--- src/design/kdt_pkg.sv ---
// ----------------------------------------------------------------------------
// kdt_pkg - shared types and constants
// Widths, key bit positions and control structs for the key panel.
// ----------------------------------------------------------------------------
package kdt_pkg;

    localparam int KEY_CHANNELS = 4;
    localparam int CNT_W        = 8;
    localparam int REMOTE_KEYS  = 2;  // keys below this index are remote keys

    localparam logic [CNT_W-1:0] COUNT_MAX       = '1;
    localparam logic [CNT_W-1:0] THRESHOLD_RESET = CNT_W'(20);

    // key bit positions
    localparam int KEY_REM_PWR = 0;
    localparam int KEY_REM_SBY = 1;
    localparam int KEY_LOC_PWR = 2;
    localparam int KEY_LOC_SBY = 3;

    typedef logic [KEY_CHANNELS-1:0] t_keys;
    typedef logic [CNT_W-1:0]        t_count;

    // processing strobe for one word
    typedef struct packed {
        logic fire;  // word leaves the input register this cycle
        logic tick;  // word carries a scan tick
    } t_scan_ctl;

endpackage

--- src/design/kdt_if.sv ---
// ----------------------------------------------------------------------------
// kdt_in_if / kdt_out_if - key panel channels
// Valid/ready channels for pin words in and panel status words out.
// ----------------------------------------------------------------------------
interface kdt_in_if;
    logic            valid;
    logic            ready;
    kdt_pkg::t_keys  key_pins_n;
    logic            scan_tick;

    modport source (output valid, output key_pins_n, output scan_tick, input ready);
    modport sink   (input valid, input key_pins_n, input scan_tick, output ready);
endinterface

interface kdt_out_if;
    logic            valid;
    logic            ready;
    kdt_pkg::t_keys  debounced_keys;
    logic            remote_power_on;
    logic            remote_standby_on;
    logic            local_power_on;
    logic            local_standby_on;
    logic            remote_mode;

    modport source (output valid, output debounced_keys, output remote_power_on,
                    output remote_standby_on, output local_power_on,
                    output local_standby_on, output remote_mode, input ready);
    modport sink   (input valid, input debounced_keys, input remote_power_on,
                    input remote_standby_on, input local_power_on,
                    input local_standby_on, input remote_mode, output ready);
endinterface

--- src/design/kdt_debounce.sv ---
// ----------------------------------------------------------------------------
// kdt_debounce - per-key stability counters
// Saturating counter per key; accepted bit follows the sample once stable.
// ----------------------------------------------------------------------------
module kdt_debounce (
    input  logic              i_clk,
    input  logic              i_rst_n,
    input  kdt_pkg::t_scan_ctl i_ctl,
    input  kdt_pkg::t_keys    i_sample,
    input  kdt_pkg::t_count   i_threshold,
    output kdt_pkg::t_keys    o_accepted_next
);
    import kdt_pkg::*;

    t_keys  r_last;
    t_keys  r_accepted;
    t_count r_count [KEY_CHANNELS];

    t_keys  n_last;
    t_keys  n_accepted;
    t_count n_count [KEY_CHANNELS];
    t_count cnt_inc [KEY_CHANNELS];

    always_comb begin
        n_last     = i_ctl.tick ? i_sample : r_last;
        n_accepted = r_accepted;
        for (int ch = 0; ch < KEY_CHANNELS; ch++) begin
            cnt_inc[ch] = (r_count[ch] == COUNT_MAX) ? r_count[ch] : r_count[ch] + t_count'(1);
            n_count[ch] = r_count[ch];
            if (i_ctl.tick) begin
                if (i_sample[ch] != r_last[ch]) begin
                    n_count[ch]    = '0;
                    n_accepted[ch] = 1'b0;
                end else begin
                    n_count[ch] = cnt_inc[ch];
                    if (cnt_inc[ch] >= i_threshold) begin
                        n_accepted[ch] = i_sample[ch];
                    end
                end
            end
        end
    end

    assign o_accepted_next = n_accepted;

    always_ff @(posedge i_clk) begin
        if (!i_rst_n) begin
            r_last     <= '0;
            r_accepted <= '0;
            for (int ch = 0; ch < KEY_CHANNELS; ch++) begin
                r_count[ch] <= '0;
            end
        end else if (i_ctl.fire) begin
            r_last     <= n_last;
            r_accepted <= n_accepted;
            for (int ch = 0; ch < KEY_CHANNELS; ch++) begin
                r_count[ch] <= n_count[ch];
            end
        end
    end

`ifndef SYNTHESIS
    // an accepted press always matches the last sampled level
    a_accepted_matches_sample: assert property (@(posedge i_clk) disable iff (!i_rst_n)
        (r_accepted & ~r_last) == '0)
        else $error("accepted key without pressed sample");
`endif

endmodule

--- src/design/kdt_keys.sv ---
// ----------------------------------------------------------------------------
// kdt_keys - press edge handling and toggle flags
// Toggles a flag on each new accepted press, picks remote/local mode and
// clears the unselected side's flags where the selected side is on.
// ----------------------------------------------------------------------------
module kdt_keys (
    input  logic           i_clk,
    input  logic           i_rst_n,
    input  logic           i_fire,
    input  kdt_pkg::t_keys i_accepted,
    output kdt_pkg::t_keys o_flags_next,
    output logic           o_remote_next
);
    import kdt_pkg::*;

    t_keys r_handled;
    t_keys r_flags;
    logic  r_remote;

    t_keys n_handled;
    t_keys n_toggled;
    t_keys n_flags;
    logic  n_remote;

    always_comb begin
        n_handled = r_handled;
        n_toggled = r_flags;
        n_remote  = r_remote;
        // bit order matters: the last new press decides the mode
        for (int k = 0; k < KEY_CHANNELS; k++) begin
            if (i_accepted[k] && !r_handled[k]) begin
                n_handled[k] = 1'b1;
                n_remote     = (k < REMOTE_KEYS);
                n_toggled[k] = ~r_flags[k];
            end else if (!i_accepted[k]) begin
                n_handled[k] = 1'b0;
            end
        end

        n_flags = n_toggled;
        if (n_remote) begin
            if (n_toggled[KEY_REM_PWR]) n_flags[KEY_LOC_PWR] = 1'b0;
            if (n_toggled[KEY_REM_SBY]) n_flags[KEY_LOC_SBY] = 1'b0;
        end else begin
            if (n_toggled[KEY_LOC_PWR]) n_flags[KEY_REM_PWR] = 1'b0;
            if (n_toggled[KEY_LOC_SBY]) n_flags[KEY_REM_SBY] = 1'b0;
        end
    end

    assign o_flags_next  = n_flags;
    assign o_remote_next = n_remote;

    always_ff @(posedge i_clk) begin
        if (!i_rst_n) begin
            r_handled <= '0;
            r_flags   <= '0;
            r_remote  <= 1'b0;
        end else if (i_fire) begin
            r_handled <= n_handled;
            r_flags   <= n_flags;
            r_remote  <= n_remote;
        end
    end

`ifndef SYNTHESIS
    // remote and local flag of the same function are never both on
    a_sides_exclusive: assert property (@(posedge i_clk) disable iff (!i_rst_n)
        !(r_flags[KEY_REM_PWR] && r_flags[KEY_LOC_PWR]) &&
        !(r_flags[KEY_REM_SBY] && r_flags[KEY_LOC_SBY]))
        else $error("remote and local flags both set");
`endif

endmodule

--- src/design/key_debounce_toggle_panel_unit.sv ---
// ----------------------------------------------------------------------------
// key_debounce_toggle_panel_unit - debounced four-key toggle panel
// Debounces active-low key pins and keeps power/standby toggle flags.
// ----------------------------------------------------------------------------
// Usage:
//   i_item   : valid/ready channel, one word per key scan: four active-low
//              pins (remote power, remote standby, local power, local
//              standby) and a scan tick. Without a tick the debounce state
//              holds but press handling still runs.
//   o_result : valid/ready channel, exactly one status word per input word:
//              debounced keys, four toggle flags, and remote/local mode.
//   i_cfg_wr_en / i_cfg_wr_data : stable threshold in scan ticks; write it
//              only while the block is idle.
// Flow: a word accepted into the input register passes through the debounce
//   and key logic into the result register. Throughput: one word per cycle
//   while o_result is not stalled, set by the single pass from the input
//   register through the debounce and key logic into the result register.
// Reset (synchronous, active low): all counters, flags and mode clear, the
//   threshold returns to 20, both registers empty.
// Stall: a held result keeps its word; one more word may wait in the input
//   register, after which i_item.ready drops until o_result is taken.
// ----------------------------------------------------------------------------
module key_debounce_toggle_panel_unit (
    input  logic                 i_clk,
    input  logic                 i_rst_n,
    input  logic                 i_cfg_wr_en,
    input  kdt_pkg::t_count      i_cfg_wr_data,
    kdt_in_if.sink               i_item,
    kdt_out_if.source            o_result
);
    import kdt_pkg::*;

    // configuration
    t_count r_threshold;

    // input register
    logic   r_in_valid;
    t_keys  r_in_pins_n;
    logic   r_in_tick;

    // result register
    logic   r_res_valid;
    t_keys  r_res_keys;
    t_keys  r_res_flags;
    logic   r_res_remote;

    logic      in_accept;
    logic      advance;
    t_scan_ctl scan_ctl;
    t_keys     accepted_next;
    t_keys     flags_next;
    logic      remote_next;

    // the input word moves on whenever the result slot is free or draining
    assign advance   = r_in_valid && (!r_res_valid || o_result.ready);
    assign in_accept = i_item.valid && i_item.ready;
    assign i_item.ready = !r_in_valid || advance;

    assign scan_ctl.fire = advance;
    assign scan_ctl.tick = r_in_tick;

    kdt_debounce u_debounce (
        .i_clk           (i_clk),
        .i_rst_n         (i_rst_n),
        .i_ctl           (scan_ctl),
        .i_sample        (~r_in_pins_n),
        .i_threshold     (r_threshold),
        .o_accepted_next (accepted_next)
    );

    kdt_keys u_keys (
        .i_clk         (i_clk),
        .i_rst_n       (i_rst_n),
        .i_fire        (advance),
        .i_accepted    (accepted_next),
        .o_flags_next  (flags_next),
        .o_remote_next (remote_next)
    );

    always_ff @(posedge i_clk) begin
        if (!i_rst_n) begin
            r_threshold <= THRESHOLD_RESET;
        end else if (i_cfg_wr_en) begin
            r_threshold <= i_cfg_wr_data;
        end
    end

    always_ff @(posedge i_clk) begin
        if (!i_rst_n) begin
            r_in_valid <= 1'b0;
        end else if (in_accept) begin
            r_in_valid <= 1'b1;
        end else if (advance) begin
            r_in_valid <= 1'b0;
        end
    end

    always_ff @(posedge i_clk) begin
        if (in_accept) begin
            r_in_pins_n <= i_item.key_pins_n;
            r_in_tick   <= i_item.scan_tick;
        end
    end

    always_ff @(posedge i_clk) begin
        if (!i_rst_n) begin
            r_res_valid <= 1'b0;
        end else if (advance) begin
            r_res_valid <= 1'b1;
        end else if (o_result.ready) begin
            r_res_valid <= 1'b0;
        end
    end

    always_ff @(posedge i_clk) begin
        if (advance) begin
            r_res_keys   <= accepted_next;
            r_res_flags  <= flags_next;
            r_res_remote <= remote_next;
        end
    end

    assign o_result.valid             = r_res_valid;
    assign o_result.debounced_keys    = r_res_keys;
    assign o_result.remote_power_on   = r_res_flags[KEY_REM_PWR];
    assign o_result.remote_standby_on = r_res_flags[KEY_REM_SBY];
    assign o_result.local_power_on    = r_res_flags[KEY_LOC_PWR];
    assign o_result.local_standby_on  = r_res_flags[KEY_LOC_SBY];
    assign o_result.remote_mode       = r_res_remote;

`ifndef SYNTHESIS
    // a waiting word with a free result slot always moves on
    a_no_bubble: assert property (@(posedge i_clk) disable iff (!i_rst_n)
        (r_in_valid && !r_res_valid) |=> r_res_valid)
        else $error("input word did not advance into free result slot");

    // input stalls only when the input register is occupied
    a_ready_only_when_full: assert property (@(posedge i_clk) disable iff (!i_rst_n)
        !i_item.ready |-> (r_in_valid && r_res_valid))
        else $error("input stalled while pipeline has room");
`endif

endmodule
--- src/flat_wrapper.sv ---
// flat-port wrapper written by rule: the top's interface ports become plain ports
module key_debounce_toggle_panel_unit_flat import kdt_pkg::*;
  (i_clk, i_rst_n, i_cfg_wr_en, i_cfg_wr_data, i_item_valid, i_item_key_pins_n, i_item_scan_tick, i_item_ready, o_result_valid, o_result_debounced_keys, o_result_remote_power_on, o_result_remote_standby_on, o_result_local_power_on, o_result_local_standby_on, o_result_remote_mode, o_result_ready);
  kdt_in_if i_item_i ();
  kdt_out_if o_result_i ();
  input  logic i_clk;
  input  logic i_rst_n;
  input  logic i_cfg_wr_en;
  input  kdt_pkg::t_count i_cfg_wr_data;
  input wire logic [$bits(i_item_i.valid)-1:0] i_item_valid;
  input wire logic [$bits(i_item_i.key_pins_n)-1:0] i_item_key_pins_n;
  input wire logic [$bits(i_item_i.scan_tick)-1:0] i_item_scan_tick;
  output wire logic [$bits(i_item_i.ready)-1:0] i_item_ready;
  output wire logic [$bits(o_result_i.valid)-1:0] o_result_valid;
  output wire logic [$bits(o_result_i.debounced_keys)-1:0] o_result_debounced_keys;
  output wire logic [$bits(o_result_i.remote_power_on)-1:0] o_result_remote_power_on;
  output wire logic [$bits(o_result_i.remote_standby_on)-1:0] o_result_remote_standby_on;
  output wire logic [$bits(o_result_i.local_power_on)-1:0] o_result_local_power_on;
  output wire logic [$bits(o_result_i.local_standby_on)-1:0] o_result_local_standby_on;
  output wire logic [$bits(o_result_i.remote_mode)-1:0] o_result_remote_mode;
  input wire logic [$bits(o_result_i.ready)-1:0] o_result_ready;
  assign i_item_i.valid = i_item_valid;
  assign i_item_i.key_pins_n = i_item_key_pins_n;
  assign i_item_i.scan_tick = i_item_scan_tick;
  assign i_item_ready = i_item_i.ready;
  assign o_result_valid = o_result_i.valid;
  assign o_result_debounced_keys = o_result_i.debounced_keys;
  assign o_result_remote_power_on = o_result_i.remote_power_on;
  assign o_result_remote_standby_on = o_result_i.remote_standby_on;
  assign o_result_local_power_on = o_result_i.local_power_on;
  assign o_result_local_standby_on = o_result_i.local_standby_on;
  assign o_result_remote_mode = o_result_i.remote_mode;
  assign o_result_i.ready = o_result_ready;
  key_debounce_toggle_panel_unit u_core (.i_clk(i_clk), .i_rst_n(i_rst_n), .i_cfg_wr_en(i_cfg_wr_en), .i_cfg_wr_data(i_cfg_wr_data), .i_item(i_item_i), .o_result(o_result_i));
endmodule
--- config.mk ---
export PLATFORM = sky130hd
export DESIGN_NAME = key_debounce_toggle_panel_unit_flat
export DESIGN_NICKNAME = d
export VERILOG_FILES = /design/src/design/kdt_pkg.sv /design/src/design/kdt_if.sv /design/src/design/kdt_debounce.sv /design/src/design/kdt_keys.sv /design/src/design/key_debounce_toggle_panel_unit.sv /design/src/flat_wrapper.sv
export SDC_FILE = /design/constraint.sdc
export NUM_CORES = 1
export LEC_CHECK = 0
export ABC_AREA = 1
export ABC_CLOCK_PERIOD_IN_PS = 6000
export BUFFER_PORTS_ARGS = -buffer_cell sky130_fd_sc_hd__buf_4
export CAP_MARGIN = 10
export CORE_ASPECT_RATIO = 0.7
export CORE_MARGIN = 2
export CORE_UTILIZATION = 66
export DETAILED_ROUTE_END_ITERATION = 6
export PLACE_DENSITY = 0.92
export SYNTH_ARGS = -nofsm -noshare
export SYNTH_HDL_FRONTEND = slang
export SYNTH_SLANG_ARGS = --single-unit
--- constraint.sdc ---
create_clock -name i_clk -period 6 [get_ports i_clk]
set_input_delay 1.2 -clock i_clk [delete_from_list [all_inputs] [get_ports i_clk]]
set_output_delay 1.2 -clock i_clk [all_outputs]
set_load 0.005 [all_outputs]
==> flow_metrics.py <==
metrics = {
    "global_route": {
        "first_global_vias": 3647,
        "grt_start_max_net_pins": 27,
        "track_usage_pct": 29.4,
        "antenna_found_initial": 0,
        "grt_first_pass_wirelength_um": 16500,
        "grt_overflow": 0,
    },
    "clock_tree": {
        "cts_resized": 0,
        "ctsHoldBuffers": 0,
        "clock_sinks": 73,
        "h-tree-depth": 3,
        "cts_root_buf": "clkbuf_8",
        "clockBufferDepth": 2,
        "cts_buffers": 9,
        "path_clk_slew_ps": 70,
        "cts_tree": "done",
        "post_cts_buffers": 0,
        "clock_latency_ps": 350,
    },
    "layout": {
        "drive_gt1_share_pct": 12.6,
        "nets": 642,
        "diodes": 0,
        "area_growth_syn_to_layout_pct": 12.0,
        "design_area_mm2": 0.00502,
        "fillers": 454,
        "final_util_pct": 75.4,
        "stdcell_count": 687,
    },
    "power_and_ir_drop": {
        "ir_drop_mv": 0.188,
        "p_per_area_mw_per_mm2": 249,
        "power.total_mw": 1.25,
        "power_leakage_nw": 2.45,
    },
    "synth": {
        "synth_simple_gate_area_share_pct": 24.5,
        "synth_adder_area_share_pct": 10.0,
        "synth_cell_type_count": 35,
        "syn_inst": 554,
        "synth_compound_area_share_pct": 8.51,
        "synth_top_family_by_area": "simple AND/OR/NAND/NOR gates",
        "yosys_warnings": 0,
        "synth_area_mm2": 0.00448,
        "synthMuxAreaShare_pct": 0,
        "ys_seq_elements": 73,
        "synth-edff-count": 46,
        "synth-xor-area-share_pct": 4.49,
        "synth.avg_cell_area_um2": 8.09,
        "ys.flop_type": "edfxtp_1",
        "synthArstFlopShare_pct": 0,
        "synth_fp_nets": 608,
        "ys_seq_area_share_pct": 42.9,
    },
    "critical_path": {
        "critical_path_class": "in -> reg",
        "startpoint_type": "input pin",
        "crit_path_max_fanout": 26,
        "worstPathArrival_ps": 3850,
        "worstSetupEndpointType": "flip-flop",
        "critical_path_required_ps": 6090,
    },
    "job": {
        "drv_cap": 0,
    },
    "floorplan": {
        "dieWidth_um": 103,
        "die_h_um": 73.0,
        "initial_core_util_pct": 67.3,
        "dieArea_mm2": 0.00748,
        "core_mm2": 0.00666,
        "rows": 25,
        "io_pins": 29,
    },
    "timing": {
        "fmax_mhz": 266,
        "setup-tns-final_ps": 0,
        "min_period_ps": 3760,
        "slew_viol_final": 0,
        "period_share_pct": 62.6,
        "finClkSkew_ps": 6.67,
        "whs_ps": 492,
        "setup_violations": 0,
        "relSlewSlack_pct": 49.1,
        "rsz0062_at_grt": "false",
        "hold_violations": 0,
        "tightest_slew_ps": 759,
        "timing.final.ws_setup_ps": 2240,
    },
    "place": {
        "place.gp.congestion": 0.883,
        "port_buffers": 28,
        "placed_area_mm2": 0.00479,
        "hpwlAfterDp_um": 7600,
        "place_ws_ps": 1890,
        "dpl.cell_count": 671,
    },
    "routing": {
        "drc": 0,
        "dr_total_vias": 3808,
        "drt-pass1-iter-count": 5,
        "vias_per_cell": 5.54,
        "initialDrtViolationCount": 414,
        "wire_per_inst_um": 15.1,
        "routed_wl_um": 10400,
        "postRouteAntennaNets": 0,
    },
    "min_path": {
        "hold_path_class": "reg -> reg",
    },
    "status": {
        "status": "complete, no violations",
    },
}
## path summary, 6_finish.rpt
| path | startpoint | to | slack [ps] | depth (start not counted) |
|---|---|---|---|---|
| worst max register to register | u_core.u_debounce.r_count[0][1] | u_core.r_res_flags[0] | 2520 | 22 |
| worst min-delay path | u_core.u_keys.r_handled[2] | u_core.u_keys.r_handled[2] | 490 | 2 |
| worst max-delay path | o_result_ready | u_core.u_debounce.r_count[3][7] | 2240 | 8 |
| worst min register to register | u_core.u_keys.r_handled[2] | u_core.u_keys.r_handled[2] | 490 | 2 |
## flip-flops by register name, summed over array words and instances, names as in the netlist
name,count
u_core.u_debounce.r_count,32
u_core.r_threshold,8
u_core.o_result.debounced_keys,4
u_core.r_in_pins_n,4
u_core.r_res_flags,4
u_core.u_debounce.r_accepted,4
u_core.u_debounce.r_last,4
u_core.u_keys.r_flags,4
u_core.u_keys.r_handled,4
u_core.o_result.remote_mode,1
u_core.o_result.valid,1
u_core.r_in_tick,1
u_core.r_in_valid,1
u_core.u_keys.r_remote,1
## layout make-up
| class | instances | area [um^2] | share of cell area [%] |
|---|---|---|---|
| multi-input cells | 367 | 2130 | 42.4 |
| flip-flops and latches | 73 | 1920 | 38.3 |
| inverters | 108 | 405 | 8.07 |
| repair buffers | 29 | 218 | 4.33 |
| clock buffers | 12 | 155 | 3.09 |
| well taps | 94 | 118 | 2.34 |
| clock inverters | 4 | 73.8 | 1.47 |
## layout by cell type, fill, tap and decap left out, drive strengths merged, types with 6 or more instances in the layout
cell    netlist  layout
a21oi        46      46
dfxtp        27      27
nand3        29      29
o21ai        19      19
buf           2      29
clkbuf        4      12
edfxtp       46      46
xnor2        10      10
nand4         6       6
nor2         45      45
inv         107     108
nand2       144     144
xor2         13      13
ha           36      36
## report_power, final
| group | leakage (nW) | total [mW] | internal (mW) | switching, mW |
|---|---|---|---|---|
| Sequential | 0.694 | 0.584 | 0.565 | 0.0189 |
| Clock | 0.117 | 0.440 | 0.258 | 0.183 |
| Combinational | 1.64 | 0.224 | 0.0811 | 0.143 |
## cells by family after synthesis
family | Yosys count
flops | 73
buf+inv | 114
simple gates | 237
compound gates | 71
xor+xnor | 23
fa+ha+maj | 36
## layer usage
| layer | track usage (%) | wire (um) | vias to the layer above |
|---|---|---|---|
| met3 | 8.72 | 828 | 45 |
| met4 | 10.8 | 317 | 0 |
| met1 | 35.9 | 4340 | 1744 |
| li1 | - | - | 1842 |
| met2 | 49.5 | 4910 | 177 |
| met5 | 0 | 0 | - |
## synthesized netlist by cell type (2+ instances only)
cell        n  area [um^2]
and2_1      2         12.5
nor2_2      2         12.5
or2_2       2         12.5
inv_1     105          394
inv_2       2         7.51
a21oi_1    44          220
nand3_1    26          130
clkbuf_1    4         15.0
nor2_1     42          158
nand2_2     8         50.1
dfxtp_1    27          541
nor4_1      2         12.5
nand3_2     3         30.0
o21a_1      3         22.5
a21oi_2     2         17.5
nand2_1   128          480
nor3_1      4         20.0
xnor2_1    10         87.6
o21ai_0    17         85.1
buf_2       2         10.0
nand2_4     8         90.1
a21o_1      2         15.0
nand4_1     5         31.3
xor2_1     13          114
edfxtp_1   46         1380
ha_1       36          450
## critical path, cell delays in order
cell and delay (ps):
buf_4 110, inv_1 60, nand2_1 60, nand2_1 330
clkinv_1 730, nand2_1 420, nand2_1 510, buf_4 410
(Power assumes the default switching activity.)
